$ cat src/design/tdpt_pkg.sv
// Package for the trial-division prime test core.
// Holds widths, sequencer state codes and the remainder unit handshake types.
// No dependencies.
`timescale 1ns / 1ps
`default_nettype none

package tdpt_pkg;

    localparam int VALUE_BITS = 31;
    // Odd divisors never climb beyond just above sqrt(2^VALUE_BITS).
    localparam int DIV_BITS   = (VALUE_BITS + 1) / 2 + 2;
    localparam int SQ_BITS    = VALUE_BITS + 2;
    localparam int CNT_BITS   = $clog2(VALUE_BITS);

    typedef logic [VALUE_BITS-1:0] t_value;
    typedef logic [DIV_BITS-1:0]   t_div;
    typedef logic [SQ_BITS-1:0]    t_sq;
    typedef logic [CNT_BITS-1:0]   t_cnt;

    localparam logic [1:0] ST_IDLE  = 2'd0;
    localparam logic [1:0] ST_CHECK = 2'd1;
    localparam logic [1:0] ST_DIV   = 2'd2;
    localparam logic [1:0] ST_OUT   = 2'd3;

    typedef struct packed {
        logic   start;
        t_value dividend;
        t_div   divisor;
    } t_rem_req;

    typedef struct packed {
        logic done;
        logic zero;
    } t_rem_rsp;

endpackage

`default_nettype wire

$ cat src/design/tdpt_rem.sv
// Shared restoring remainder unit: one quotient bit per cycle.
// Depends on tdpt_pkg.
`timescale 1ns / 1ps
`default_nettype none

module tdpt_rem (
    input  wire               i_clk,
    input  wire               i_rst_n,
    input  tdpt_pkg::t_rem_req i_req,
    output tdpt_pkg::t_rem_rsp o_rsp
);
    import tdpt_pkg::*;

    logic              r_busy, n_busy;
    t_cnt              r_cnt,  n_cnt;
    t_value            r_dvd,  n_dvd;
    t_div              r_dvs,  n_dvs;
    t_div              r_rem,  n_rem;
    logic [DIV_BITS:0] w_trial;
    logic [DIV_BITS:0] w_diff;
    t_div              w_rem_next;

    always_comb begin
        w_trial    = {r_rem, r_dvd[VALUE_BITS-1]};
        w_diff     = w_trial - {1'b0, r_dvs};
        w_rem_next = w_diff[DIV_BITS] ? w_trial[DIV_BITS-1:0] : w_diff[DIV_BITS-1:0];
    end

    always_comb begin
        n_busy = r_busy;
        n_cnt  = r_cnt;
        n_dvd  = r_dvd;
        n_dvs  = r_dvs;
        n_rem  = r_rem;
        if (i_req.start) begin
            n_busy = 1'b1;
            n_cnt  = CNT_BITS'(VALUE_BITS - 1);
            n_dvd  = i_req.dividend;
            n_dvs  = i_req.divisor;
            n_rem  = '0;
        end else if (r_busy) begin
            n_rem = w_rem_next;
            n_dvd = {r_dvd[VALUE_BITS-2:0], 1'b0};
            n_cnt = r_cnt - 1'b1;
            if (r_cnt == '0) begin
                n_busy = 1'b0;
            end
        end
    end

    assign o_rsp.done = r_busy && (r_cnt == '0);
    assign o_rsp.zero = (w_rem_next == '0);

    always_ff @(posedge i_clk) begin
        if (!i_rst_n) begin
            r_busy <= 1'b0;
            r_cnt  <= '0;
        end else begin
            r_busy <= n_busy;
            r_cnt  <= n_cnt;
        end
        r_dvd <= n_dvd;
        r_dvs <= n_dvs;
        r_rem <= n_rem;
    end

endmodule

`default_nettype wire

$ cat src/design/trial_division_prime_test_core.sv
// Trial-division prime test: sequencer over odd divisors plus shared remainder unit.
// Depends on tdpt_pkg and tdpt_rem.
//
//   channel  | valid    | ready    | payload
//   ---------+----------+----------+----------------------------------
//   input    | i_valid  | o_ready  | i_candidate
//   output   | o_valid  | i_ready  | o_tested_value, o_is_prime
//
// Candidates below 4 or even present their result in the cycle after the input beat.
// Each odd divisor d with d*d <= n runs through the remainder unit in turn, from 3 up;
// a prime n tries every such divisor, a composite stops at its first odd factor.
// Reset is synchronous, active low; the core comes up idle and ready.
// One candidate at a time; o_ready is low until the result beat is taken.
`timescale 1ns / 1ps
`default_nettype none

module trial_division_prime_test_core (
    input  wire                     i_clk,
    input  wire                     i_rst_n,
    input  wire                     i_valid,
    output logic                    o_ready,
    input  wire  [tdpt_pkg::VALUE_BITS-1:0] i_candidate,
    output logic                    o_valid,
    input  wire                     i_ready,
    output logic [tdpt_pkg::VALUE_BITS-1:0] o_tested_value,
    output logic                    o_is_prime
);
    import tdpt_pkg::*;

    logic [1:0] r_state, n_state;
    t_value     r_n,     n_n;
    t_div       r_d,     n_d;
    t_sq        r_sq,    n_sq;
    logic       r_prime, n_prime;
    t_rem_req   w_req;
    t_rem_rsp   w_rsp;
    logic       w_in_beat;
    logic       w_sq_fits;

    assign w_in_beat = i_valid && (r_state == ST_IDLE);
    assign w_sq_fits = (r_sq <= {2'b00, r_n});

    always_comb begin
        n_state        = r_state;
        n_n            = r_n;
        n_d            = r_d;
        n_sq           = r_sq;
        n_prime        = r_prime;
        w_req.start    = 1'b0;
        w_req.dividend = r_n;
        w_req.divisor  = r_d;
        case (r_state)
            ST_IDLE: begin
                if (w_in_beat) begin
                    n_n  = i_candidate;
                    n_d  = DIV_BITS'(3);
                    n_sq = SQ_BITS'(9);
                    if (i_candidate < VALUE_BITS'(2)) begin
                        n_prime = 1'b0;
                        n_state = ST_OUT;
                    end else if (i_candidate < VALUE_BITS'(4)) begin
                        n_prime = 1'b1;
                        n_state = ST_OUT;
                    end else if (!i_candidate[0]) begin
                        n_prime = 1'b0;
                        n_state = ST_OUT;
                    end else begin
                        n_state = ST_CHECK;
                    end
                end
            end
            ST_CHECK: begin
                if (w_sq_fits) begin
                    w_req.start = 1'b1;
                    n_state     = ST_DIV;
                end else begin
                    n_prime = 1'b1;
                    n_state = ST_OUT;
                end
            end
            ST_DIV: begin
                if (w_rsp.done) begin
                    if (w_rsp.zero) begin
                        n_prime = 1'b0;
                        n_state = ST_OUT;
                    end else begin
                        // advance to the next odd divisor: (d+2)^2 = d^2 + 4d + 4
                        n_d     = r_d + DIV_BITS'(2);
                        n_sq    = r_sq + {{(SQ_BITS-DIV_BITS-2){1'b0}}, r_d, 2'b00}
                                  + SQ_BITS'(4);
                        n_state = ST_CHECK;
                    end
                end
            end
            ST_OUT: begin
                if (i_ready) begin
                    n_state = ST_IDLE;
                end
            end
            default: begin
                n_state = ST_IDLE;
            end
        endcase
    end

    tdpt_rem u_rem (
        .i_clk  (i_clk),
        .i_rst_n(i_rst_n),
        .i_req  (w_req),
        .o_rsp  (w_rsp)
    );

    always_ff @(posedge i_clk) begin
        if (!i_rst_n) begin
            r_state <= ST_IDLE;
        end else begin
            r_state <= n_state;
        end
        r_n     <= n_n;
        r_d     <= n_d;
        r_sq    <= n_sq;
        r_prime <= n_prime;
    end

    assign o_ready        = (r_state == ST_IDLE);
    assign o_valid        = (r_state == ST_OUT);
    assign o_tested_value = r_n;
    assign o_is_prime     = r_prime;

endmodule

`default_nettype wire

$ cat config.mk
export PLATFORM = sky130hd
export DESIGN_NAME = trial_division_prime_test_core
export DESIGN_NICKNAME = d
export VERILOG_FILES = /design/src/design/tdpt_pkg.sv /design/src/design/tdpt_rem.sv /design/src/design/trial_division_prime_test_core.sv
export SDC_FILE = /design/constraint.sdc
export NUM_CORES = 1
export LEC_CHECK = 0
export BUFFER_PORTS_ARGS = -buffer_cell sky130_fd_sc_hd__buf_2
export CAP_MARGIN = 10
export CORE_UTILIZATION = 61
export CTS_CLUSTER_SIZE = 25
export DETAILED_ROUTE_END_ITERATION = 10
export PLACE_DENSITY = 0.81
export SYNTH_ARGS = -nofsm -noshare
export SYNTH_HDL_FRONTEND = slang
export SYNTH_HIERARCHICAL = 1
export SYNTH_SLANG_ARGS = --single-unit
$ cat constraint.sdc
create_clock -name i_clk -period 6.55 [get_ports i_clk]
set_input_delay 1.965 -clock i_clk [delete_from_list [all_inputs] [get_ports i_clk]]
set_output_delay 1.965 -clock i_clk [all_outputs]
set_load 0.01 [all_outputs]
==> reports/metrics.csv <==
metric;value;unit
clock_skew;5.68;ps
synth.net_count;1027;
antenna_found_initial;0;
seqPwrFrac;32.9;%
use_met3;5.88;%
slew_violations;0;
synth_top_area_share;39.8;%
htreeDepth;4;
path_max_fanout;47;
p_int;0.00329;W
fmax;238;MHz
wl_per_cell;17.7;µm
fillCellCount;1110;
ys_ff_latch;154;
n_antenna_cell;0;
finalCritPeriodShare;64.0;%
grt_pass1_wl;33700;µm
place.gp.congestion;0.894;
p_switching;0.00242;W
die_x;128;µm
synth.largest_area_cell;edfxtp_1;
insertion_delay;420;ps
holdWs;522;ps
tightest_slew;913;ps
grtUsageMet1;34.6;%
gr-usage-met2;44.2;%
ant_nets;0;
grt_pass1_vias;6896;
rows;45;
post_cts_buffers;0;
io_pins;69;
area_delta_synth_final;8.59;%
fp.coreArea;15300;µm²
status;finished, final reports clean;
synthArstFlopShare;0;%
cts.repair.resized;0;
ir_drop;357;µV
fin_tns_setup;0;ps
die_area;16300;µm²
syn_inst;903;
port_buffers;68;
hpwlAfterDp;14900;µm
ys.flop_type;edfxtp_1;
power.leakage;4.20;nW
cellPowerDensity;544;nW/µm²
rsz0062_at_grt;false;
synth_edf_count;128;
hp-class;reg2reg;
grt_max_degree;48;
cts_buffers;17;
grt_busiest_layer;met2;
yosysWarnings;6;
track_usage;26.8;%
drt_first_pass_iters;5;
cts_tree;done;
cts-root-buf;clkbuf_16;
synth_area_leaders;edfxtp_1, ha_1, dfxtp_1;
finalCriticalPeriod;4190;ps
clk_pin_slew;60;ps
share_comb_of_total_power;51.2;%
seq_area_frac_synth;45.2;%
slew_headroom;39.1;%
clock-sinks;154;
cts_buffer_depth;2;
route.detailed.drc;0;
cp-start-kind;flop;
route.detailed.vias_per_inst;5.98;
critPathCaptureType;flop;
avgSynthCellArea;10.7;µm²
swShare;42.4;%
die_h;128;µm
path_class;reg2reg;
final-hold-violation-count;0;
hold_buffers;0;
grt-ovfl-total;0;
drt_wl_total;20500;µm
worstPathArrival;4300;ps
finalSetupViolations;0;
synth_cell_type_count;82;
initialDrtViolationCount;507;
route.vias.total;6942;
layout.nets;1061;
maxCapViolCount;0;
drive_gt1_share;17.3;%
initial_core_util;63.1;%
crit_required;6660;ps
synthesis.area;9660;µm²
clkPwrFrac;15.9;%
## worst max-delay path, stage by stage (launching register included)
cell       delay [ps]
edfxtp_1          350
inv_1              60
ha_1              220
fa_1              400
and2b_1           250
o2111ai_2         130
a21oi_2           240
o211ai_2          130
a221oi_2          330
xor2_2            150
buf_4             300
or4b_1            470
o21ai_1           230
nand3b_1          190
a21oi_4            60
buf_4             320
## layer usage
metal,share of wire (%),vias to the layer above
li1,-,3378
met1,44,3329
met2,48,200
met3,5.5,35
met4,2.4,0
met5,0,-
## kinds of logic after synthesis
family | Yosys count | share of synthesized area [%]
AND/OR/NAND/NOR | 253 | 13.8
AO/OA/AOI/OAI | 186 | 13.1
flip-flops | 154 | 45.2
buffers and inverters | 126 | 6.54
adder cells (fa/ha/maj) | 89 | 11.7
multiplexers | 55 | 6.18
XOR/XNOR | 39 | 3.54
other | 1 | 0.0388
## power groups by stage
stage | Sequential [W] | Clock, W | Combinational (W)
2_1_floorplan | 0.00176 | 0 | 0.00239
3_3_place_gp | 0.00187 | 0 | 0.00280
3_5_place_dp | 0.00189 | 0 | 0.00286
4_1_cts | 0.00187 | 0.000918 | 0.00290
5_1_grt | 0.00192 | 0.000955 | 0.00325
6_report | 0.00188 | 0.000905 | 0.00293
## final timing paths
kind / start / cells past startpoint / slack [ps] / to
worst max-delay path: u_rem/r_dvd[30] / 15 / 2360 / r_sq[21]
worst min-delay path: u_rem/r_rem[17] / 2 / 520 / u_rem/r_rem[17]
worst max register to register: u_rem/r_dvd[30] / 15 / 2360 / r_sq[21]
worst min register to register: u_rem/r_rem[17] / 2 / 520 / u_rem/r_rem[17]
## synthesized netlist by cell type (all sizes together), types with 2 or more instances
library cell    n
clkbuf         16
mux2i          18
a31oi           4
mux2           37
and2            9
inv            65
ha             87
nand4b          2
nor2           55
a21boi          5
and3           12
nor4           13
xor2           20
o2111ai         2
a221oi          3
or4b            2
a21o           16
nor2b           7
nand4          19
or4             2
xnor2          19
nor3           20
o21ai          25
or2             6
nand2          49
o22ai           2
a22oi           2
dfxtp          26
buf            44
o211ai          8
a221o           2
a31o            2
and4            5
or3            11
fa              2
o31a            2
edfxtp        128
o21bai          3
nor3b           5
nand3          24
o21a           12
nand2b          8
a21oi          58
a211oi         25
## through the flow
| stage | power, W | setup WS (ps) | std cells | utilization (%) | area [µm²] |
|---|---|---|---|---|---|
| floorplan | 0.00415 | 1140 | 903 | - | 9660 |
| global placement | 0.00467 | 2420 | 1129 | 65.0 | 9950 |
| detailed placement | 0.00475 | 2400 | 1129 | 65.0 | 9950 |
| CTS | 0.00569 | 2370 | 1160 | 68.5 | 10500 |
| global route | 0.00613 | 2000 | 1160 | 68.5 | 10500 |
| finish | 0.00571 | 2360 | 1160 | 68.5 | 10500 |
## state kept, by name, indices dropped and copies added, names as in the netlist
| signal | count |
|---|---|
| u_rem/r_busy | 1 |
| u_rem/r_dvd | 31 |
| u_rem/r_dvs | 18 |
| o_tested_value | 31 |
| u_rem/r_cnt | 5 |
| r_sq | 30 |
| r_state | 2 |
| o_is_prime | 1 |
| u_rem/r_rem | 18 |
| r_d | 17 |
## layout make-up
class | count | area, µm² | area share (%)
Tap cell | 211 | 264 | 2.52
Multi-Input combinational cell | 623 | 4680 | 44.6
Sequential cell | 154 | 4360 | 41.6
Timing Repair Buffer | 75 | 393 | 3.75
Inverter | 66 | 248 | 2.36
Clock inverter | 11 | 100 | 0.954
Clock buffer | 20 | 437 | 4.16
## placed cells by master, fill, tap and decap left out, types with 4 or more instances in the layout
cell type / count
a21oi_1: 56
o211ai_1: 7
or3_2: 5
mux2_2: 37
ha_1: 87
a31oi_1: 4
nand3_1: 24
clkbuf_16: 17
nor2_1: 55
buf_2: 68
inv_1: 65
nand4_1: 19
and3_1: 11
a211oi_1: 25
and4_1: 5
nand2_1: 49
o21ai_0: 24
xnor2_1: 19
nor2b_1: 7
or2_2: 4
o21a_1: 12
or3_1: 6
a21boi_0: 5
nand2b_1: 8
xor2_1: 19
buf_4: 7
a21o_1: 16
nor4_1: 13
and2_1: 8
dfxtp_1: 26
edfxtp_1: 128
clkinvlp_4: 5
nor3_1: 20
nor3b_1: 4
mux2i_1: 18
Note: power is estimated with default switching activity, not from simulation.
